==> config.mk <==
export PLATFORM = sky130hd
export DESIGN_NAME = cme_ram
export DESIGN_NICKNAME = d
export VERILOG_FILES = /design/src/sv/channel_mailbox_engine_core_macros.svh /design/src/sv/cme_ram.sv
export SDC_FILE = /design/constraint.sdc
export NUM_CORES = 1
export LEC_CHECK = 0
export ABC_AREA = 1
export BUFFER_PORTS_ARGS = -buffer_cell sky130_fd_sc_hd__buf_2
export CAP_MARGIN = 20
export CORE_MARGIN = 4
export CORE_UTILIZATION = 35
export CTS_CLUSTER_SIZE = 14
export DETAILED_ROUTE_END_ITERATION = 7
export GPL_TIMING_DRIVEN = 0
export SYNTH_ARGS = -nofsm -noshare
export SYNTH_HDL_FRONTEND = slang
export SYNTH_SLANG_ARGS = --single-unit
==> constraint.sdc <==
create_clock -name clk -period 1.7 [get_ports clk]
set_input_delay 0.34 -clock clk [delete_from_list [all_inputs] [get_ports clk]]
set_output_delay 0.34 -clock clk [all_outputs]
set_load 0.005 [all_outputs]
==> src/sv/channel_mailbox_engine_core_macros.svh <==
// Assertion macros for the channel mailbox engine core.
`ifndef CHANNEL_MAILBOX_ENGINE_CORE_MACROS_SVH
`define CHANNEL_MAILBOX_ENGINE_CORE_MACROS_SVH
// Implication checked on every rising clock edge outside reset.
`define CME_ASSERT_IMP(label, clk, rst_n, a, c) \
  label: assert property (@(posedge clk) disable iff (!rst_n) (a) |-> (c)) \
    else $error("assertion failed");
// Next-cycle implication checked outside reset.
`define CME_ASSERT_NEXT(label, clk, rst_n, a, c) \
  label: assert property (@(posedge clk) disable iff (!rst_n) (a) |=> (c)) \
    else $error("assertion failed");
`endif

==> src/sv/cme_ram.sv <==
// Generic single-port-write, single-read RAM with registered read data.
module cme_ram #(
  parameter int WIDTH = 8,
  parameter int DEPTH = 16
) (
  input  logic                     clk,
  input  logic                     we,
  input  logic [$clog2(DEPTH)-1:0] waddr,
  input  logic [WIDTH-1:0]         wdata,
  input  logic [$clog2(DEPTH)-1:0] raddr,
  output logic [WIDTH-1:0]         rdata
);
  logic [WIDTH-1:0] mem [DEPTH];

  always_ff @(posedge clk) begin
    if (we) mem[waddr] <= wdata;
    rdata <= mem[raddr];
  end
endmodule

==> impl_metrics.ini, run 1 <==
[status]
outcome = complete, no violations

[final_layout]
drive_gt1_frac = 0.116
area_growth_pct = 15.6
ff_latch_area_mm2 = 0.00400
fillCellCount = 1550
final_util = 0.417
diodes = 0
multi_input_area_mm2 = 0.00121
nets = 610

[setup_path]
crit_fanout = 8
r2r_start = mem[5][2]$_DFFE_PP_
reg2reg_depth = 6
worstPathRequired_ps = 1740
critPathKind = in -> reg
rr_endpoint = rdata[2]$_DFF_P_
worstSetupEndpointType = flop
arrival_ps = 1460
start_kind = primary input
r2r_slack_ps = 680

[die]
die-area_mm2 = 0.0186
die_height_um = 136
die_w_um = 136
io_pins = 26
core_mm2 = 0.0160
start_util = 0.360
num_rows = 46

[yosys]
synth.lib_cells_used.distinct = 12
syn_nets = 569
yosys_warnings = 0
yosys-top-cells-area = edfxtp_1, nand2_1, nand3_1
synth_area_mm2 = 0.00577
ys.flop_type = edfxtp_1
ys_ff_latch = 136
synth.cells.most_frequent = nand2_1, edfxtp_1, inv_1
muxShareOfSynthArea = 0
synthArstFlopShare = 0
synth-compound-area-share = 0
synth_top_area_frac = 0.667
syn_inst = 551
ys_seq_area_frac = 0.694
avgSynthCellArea_um2 = 10.5
synth_top_family_by_area = simple AND/OR/NAND/NOR gates
synth-simple-area-share = 0.210
synth-xor-area-share = 0
synth_edf_count = 128
synth_adder_area_share = 0
yosys.area.top_type = edfxtp_1
synth_most_common_cell = nand2_1

[sta]
max_freq_mhz = 703
min_period_ps = 1420
final_max_slew_viol_count = 0
grt_setup_unrepaired = false
fin_tns_setup_ps = 0
max_slew_margin = 0.437
hold_ws_ps = 346
setup_ws_ps = 278
fin_skew_ps = 6.45
setup_viol = 0
hold_violations = 0
fin_crit_sh = 0.836
worst_slew_pin_slew_ps = 841

[drt]
drt_iter0_markers = 411
dr.pass1.iters = 5
drc_errors = 0
viasPerCell = 4.66
drtAntennaViolNets = 0
wire_per_inst_um = 16.8
routed_wl_mm = 13.8
via_count = 3822

[grt]
overflow = 0
antenna_found_initial = 0
track_usage = 0.155
grt_pass1_vias = 3666
grt_max_degree = 17
grt_pass1_wl_mm = 20.8

[place]
dp_slack_ps = -120
hpwl_mm = 9.21
place.gp.congestion = 0.870
port_buffers = 22

[power]
ir_drop_uv = 767
leakage_nw = 2.86
powerDensity_mw_per_mm2 = 1130

[clocking]
cts_hold_buffers = 0
ctsResizeCount = 0
clkLatencyLatePin_ps = 420
cts_tree = built
cts_root_buffer = clkbuf_16
numCtsBuffers = 17
post-cts-setup-buffer-count = 0
clockBufferDepth = 2
clock-sinks = 136
htreeDepth = 4
cts.clk_slew.worst_paths_ps = 50

[hold_path]
min_to = rdata[1]$_DFF_P_
hold_class = in -> reg
hold_path.startpoint = raddr[2]
min_path_cells = 4

[run]
drv_cap = 0
-- how the worst max path moves through the flow --
stage | from | to | slack (ps)
finish | waddr[3] | mem[6][5]$_DFFE_PP_ | 280
CTS | waddr[3] | mem[6][5]$_DFFE_PP_ | 320
detailed placement | waddr[3] | mem[6][7]$_DFFE_PP_ | -120
global route | waddr[2] | mem[8][4]$_DFFE_PP_ | 220
global placement | waddr[3] | mem[6][2]$_DFFE_PP_ | -80
floorplan | waddr[2] | mem[10][0]$_DFFE_PP_ | 410
-- final cells by class --
| class | instances | share of cell area |
|---|---|---|
| inverter | 102 | 0.0574 |
| buffer | 24 | 0.0250 |
| sequential | 136 | 0.600 |
| tap | 216 | 0.0405 |
| timing repair buffer | 22 | 0.0165 |
| clock buffer | 20 | 0.0655 |
| clock inverter | 12 | 0.0128 |
| multi-input combinational | 289 | 0.182 |
-- power breakdown --
part           switching (W)  internal, W
clock network        0.00129      0.00197
logic               0.000341     0.000144
registers          0.0000179      0.00375
-- kinds of logic after synthesis --
logic type,after synthesis
simple gates,289
buf+inv,126
flops,136
-- metrics by stage --
step           area, um^2  instances  power (W)
2_1_floorplan        5770        551    0.00410
3_3_place_gp         6150        789    0.00431
3_5_place_dp         6150        789    0.00432
4_1_cts              6670        821    0.00756
5_1_grt              6670        821    0.00775
6_report             6670        821    0.00751
-- layout by cell type (no fill, tap or decap), types with 4 or more instances in the layout --
cell / netlist / layout
buf_4: 4 / 4
buf_6: 6 / 6
clkinv_1: 0 / 6
dfxtp_1: 8 / 8
clkbuf_16: 0 / 17
inv_1: 100 / 100
nor2_1: 17 / 17
edfxtp_1: 128 / 128
nand3_1: 97 / 97
nand2_1: 173 / 173
buf_2: 13 / 35
-- worst max-delay path, cell delays in order --
cell and delay, ps:
buf_2 120, nand3b_1 290, nor2_1 710
-- state kept, by name (all words and copies together) (netlist names) --
signal  count
mem       128
rdata       8
-- routing by layer --
layer / vias to the layer above / wire, um / GRT usage
met2: 148 / 6510 / 0.249
met4: 0 / 429 / 0.0705
met3: 26 / 876 / 0.0344
li1: 1855 / - / -
met5: - / 0 / 0
met1: 1793 / 5980 / 0.201
(Power assumes the default switching activity.)
==> run 2, diff against run 1 <==
Clock period 1.7 ns to 1.2 ns, I/O delays scaled along.
==> impl_metrics.ini, run 2 (synthesis gave the netlist of run 1 again) <==
[die]
start_util = 0.360
die_w_um = 136
core_mm2 = 0.0160
die-area_mm2 = 0.0186
die_height_um = 136
num_rows = 46
io_pins = 26

[setup_path]
start_kind = primary input
critPathKind = in -> reg
worstSetupEndpointType = flop
worstPathRequired_ps = 1240
rr_endpoint = rdata[7]$_DFF_P_
r2r_start = mem[13][7]$_DFFE_PP_
arrival_ps = 1360
crit_fanout = 8
r2r_slack_ps = 180
reg2reg_depth = 6

[status]
outcome = finished, violations left
violations = setup timing

[run]
drv_cap = 0

[place]
port_buffers = 22
dp_slack_ps = -520
place.gp.congestion = 0.870
hpwl_mm = 9.21

[clocking]
cts_root_buffer = clkbuf_16
cts_hold_buffers = 0
cts_tree = built
clockBufferDepth = 2
post-cts-setup-buffer-count = 0
numCtsBuffers = 17
ctsResizeCount = 5
clock-sinks = 136
cts.clk_slew.worst_paths_ps = 50
clkLatencyLatePin_ps = 410
htreeDepth = 4

[drt]
dr.pass1.iters = 5
wire_per_inst_um = 16.8
via_count = 3773
routed_wl_mm = 13.8
drtAntennaViolNets = 0
drt_iter0_markers = 364
drc_errors = 0
viasPerCell = 4.60

[final_layout]
layout_common_cells = nand2_1, edfxtp_1, inv_1
final_util = 0.419
nets = 610
regMostFlops = mem
ff_latch_area_mm2 = 0.00400
diodes = 0
final_common_cell = nand2_1
area_growth_pct = 16.3
multi_input_area_mm2 = 0.00125
fillCellCount = 1550
largest_register_ffs = 128
drive_gt1_frac = 0.139
top_regs = mem: 128 flops, rdata: 8 flops

[power]
powerDensity_mw_per_mm2 = 1590
leakage_nw = 2.85
ir_drop_uv = 1080

[grt]
grt_max_degree = 17
grt_pass1_vias = 3665
track_usage = 0.155
grt_pass1_wl_mm = 20.9
overflow = 0
antenna_found_initial = 0

[sta]
setup_viol = 16
fin_tns_setup_ps = -1600
final_max_slew_viol_count = 0
fin_crit_sh = 1.10
fin_skew_ps = 5.38
grt_setup_unrepaired = true
min_period_ps = 1320
setup_ws_ps = -121
worst_slew_pin_slew_ps = 751
max_freq_mhz = 757
hold_violations = 0
max_slew_margin = 0.497

[hold_path]
hold_class = in -> reg
hold_path.startpoint = wdata[4]
min_path_cells = 1
min_to = mem[2][4]$_DFFE_PP_
==> run 2: cell types whose count changed in the layout (fill, tap and decap cells not counted) <==
cell | before | now
nor2_2 | 0 | 14
nor2_1 | 17 | 3
==> run 2: layout make-up <==
type,count,area share
Clock inverter,12,0.0127
Multi-Input combinational cell,289,0.186
Timing Repair Buffer,22,0.0164
Inverter,102,0.0571
Buffer,24,0.0248
Tap cell,216,0.0403
Clock buffer,20,0.0651
Sequential cell,136,0.597
==> run 2: per-layer routing <==
layer / up-vias / part of all wire / GRT usage
li1: 1860 / - / -
met1: 1751 / 0.44 / 0.201
met2: 134 / 0.47 / 0.252
met3: 28 / 0.060 / 0.0340
met4: 0 / 0.028 / 0.0672
met5: - / 0 / 0
==> run 2: per-stage QoR <==
| stage | power (W) | hold WS (ps) | cell area [um^2] | std cells |
|---|---|---|---|---|
| global route | 0.0110 | 251 | 6700 | 821 |
| global placement | 0.00611 | 621 | 6150 | 789 |
| CTS | 0.0107 | 228 | 6680 | 821 |
| floorplan | 0.00581 | 339 | 5770 | 551 |
| detailed placement | 0.00612 | 621 | 6150 | 789 |
| finish | 0.0106 | 245 | 6700 | 821 |
==> run 2: worst max-delay path by stage <==
stage / startpoint / to / slack [ps] / depth (start not counted)
2_1_floorplan: waddr[3] / mem[4][0]$_DFFE_PP_ / 9 / 2
3_3_place_gp: waddr[3] / mem[6][2]$_DFFE_PP_ / -480 / 3
3_5_place_dp: waddr[3] / mem[6][7]$_DFFE_PP_ / -520 / 3
4_1_cts: waddr[3] / mem[4][5]$_DFFE_PP_ / -40 / 3
5_1_grt: waddr[3] / mem[4][0]$_DFFE_PP_ / -200 / 3
6_report: waddr[3] / mem[4][5]$_DFFE_PP_ / -120 / 3
==> run 2: critical path, stage by stage <==
cell and delay, ps:
buf_2 120, nand3b_1 330, nor2_1 670
==> run 2: power breakdown <==
group / internal, W / switching [W]
clock network: 0.00279 / 0.00182
registers: 0.00531 / 0.0000254
logic: 0.000205 / 0.000491
total: 0.00831 / 0.00234
==> run 3, diff against run 2 <==
Settings changed: CORE_ASPECT_RATIO set to 0.5.
==> impl_metrics.ini, run 3 (synthesis gave the netlist of run 1 again) <==
[setup_path]
critical_path.cell_chain = buf_2, nand3b_1, nor2_1
crit_fanout = 8
cpPeakStageDelay_ps = 700
critPathKind = in -> reg
worstSetupEndpointType = flop
worstPathRequired_ps = 1240
arrival_ps = 1340
crit_slowest_cell = nor2_1
start_kind = primary input

[sta]
max_slew_margin = 0.438
hold_violations = 0
fin_tns_setup_ps = -1770
setup_ws_ps = -93.1
max_freq_mhz = 773
fin_crit_sh = 1.08
worst_slew_pin_slew_ps = 839
min_period_ps = 1290
grt_setup_unrepaired = true
setup_viol = 24
fin_skew_ps = 7.79
final_max_slew_viol_count = 0

[final_layout]
final_common_cell = nand2_1
top_regs = mem: 128 flops, rdata: 8 flops
final_util = 0.434
fin_cells = 826
area_growth_pct = 18.7
nets = 610
diodes = 0
layout_common_cells = nand2_1, edfxtp_1, inv_1
drive_gt1_frac = 0.147
largest_register_ffs = 128
regMostFlops = mem

[die]
die-area_mm2 = 0.0187
io_pins = 26
die_height_um = 98.8
num_rows = 32
core_mm2 = 0.0158
start_util = 0.366
die_w_um = 190

[drt]
wl_met1_mm = 6.08
viasPerCell = 4.67
wl_met3_um = 992
drtAntennaViolNets = 0
wl_met2_mm = 6.92
dr.max_layer_used = met4
via_count = 3858
drc_errors = 0
drt_iter0_markers = 309
wire_per_inst_um = 17.2
routed_wl_mm = 14.2
dr.pass1.iters = 5

[clocking]
cts_root_buffer = clkbuf_16
cts.clk_slew.worst_paths_ps = 60
clkLatencyLatePin_ps = 420
cts_tree = built
cts_hold_buffers = 0
clockBufferDepth = 2
numCtsBuffers = 17
htreeDepth = 4
clock-sinks = 136

[hold_path]
hold_class = in -> reg

[grt]
track_usage = 0.155
overflow = 0
antenna_found_initial = 0
grt_pass1_wl_mm = 21.4
grt_max_degree = 17
grt_pass1_vias = 3765

[run]
drv_cap = 0

[place]
dp_slack_ps = -590
hpwl_mm = 9.17
place.gp.congestion = 0.844
place_inst = 794
port_buffers = 22

[power]
ir_drop_uv = 1200
powerDensity_mw_per_mm2 = 1740
finalPower_w = 0.0119
leakage_nw = 2.92

[status]
outcome = finished, violations left
violations = setup timing
[run 3: worst max-delay path, delay by kind of cell]
kind                   cells  cell delay, ps
AND/OR/NAND/NOR            2             970
buffers and inverters      1             120
[run 3: layer usage]
| metal | vias to the layer above | GRT usage |
|---|---|---|
| met5 | - | 0 |
| met3 | 15 | 0.0372 |
| met1 | 1860 | 0.194 |
| met2 | 126 | 0.266 |
| met4 | 0 | 0.0556 |
| li1 | 1857 | - |
[run 3: cell type report]
| class | instances | area [um^2] |
|---|---|---|
| clock buffers | 19 | 433 |
| repair buffers | 22 | 110 |
| clock inverters | 13 | 226 |
| fillers | 1478 | 8930 |
| multi-input cells | 289 | 1240 |
| plain buffers | 24 | 166 |
| well taps | 221 | 277 |
| inverters | 102 | 383 |
| flip-flops and latches | 136 | 4000 |
[run 3: repair_timing]
item	in CTS	in global routing
setup buffers	0	0
gates cloned	0	0
endpoints found under the setup margin	68	72
gates resized for setup	6	6
[run 3: through the flow]
step	hold slack, ps	instance area, um^2
finish	237	6840
global route	242	6840
CTS	227	6830
detailed placement	617	6150
global placement	622	6150
floorplan	339	5770
[run 3: path summary, 6_finish.rpt]
| check | to | depth (start not counted) | from | slack, ps |
|---|---|---|---|---|
| worst max-delay path | mem[7][3]$_DFFE_PP_ | 3 | waddr[3] | -90 |
| worst min-delay path | mem[5][7]$_DFFE_PP_ | 1 | wdata[7] | 240 |
| worst max register to register | rdata[2]$_DFF_P_ | 6 | mem[10][2]$_DFFE_PP_ | 130 |
| worst min register to register | rdata[6]$_DFF_P_ | 6 | mem[8][6]$_DFFE_PP_ | 710 |
[run 3: report_power, final]
group          leakage [nW]  switching, W  internal [W]
clock                 0.313       0.00195       0.00389
sequential             1.22     0.0000264       0.00531
combinational          1.38      0.000494      0.000205
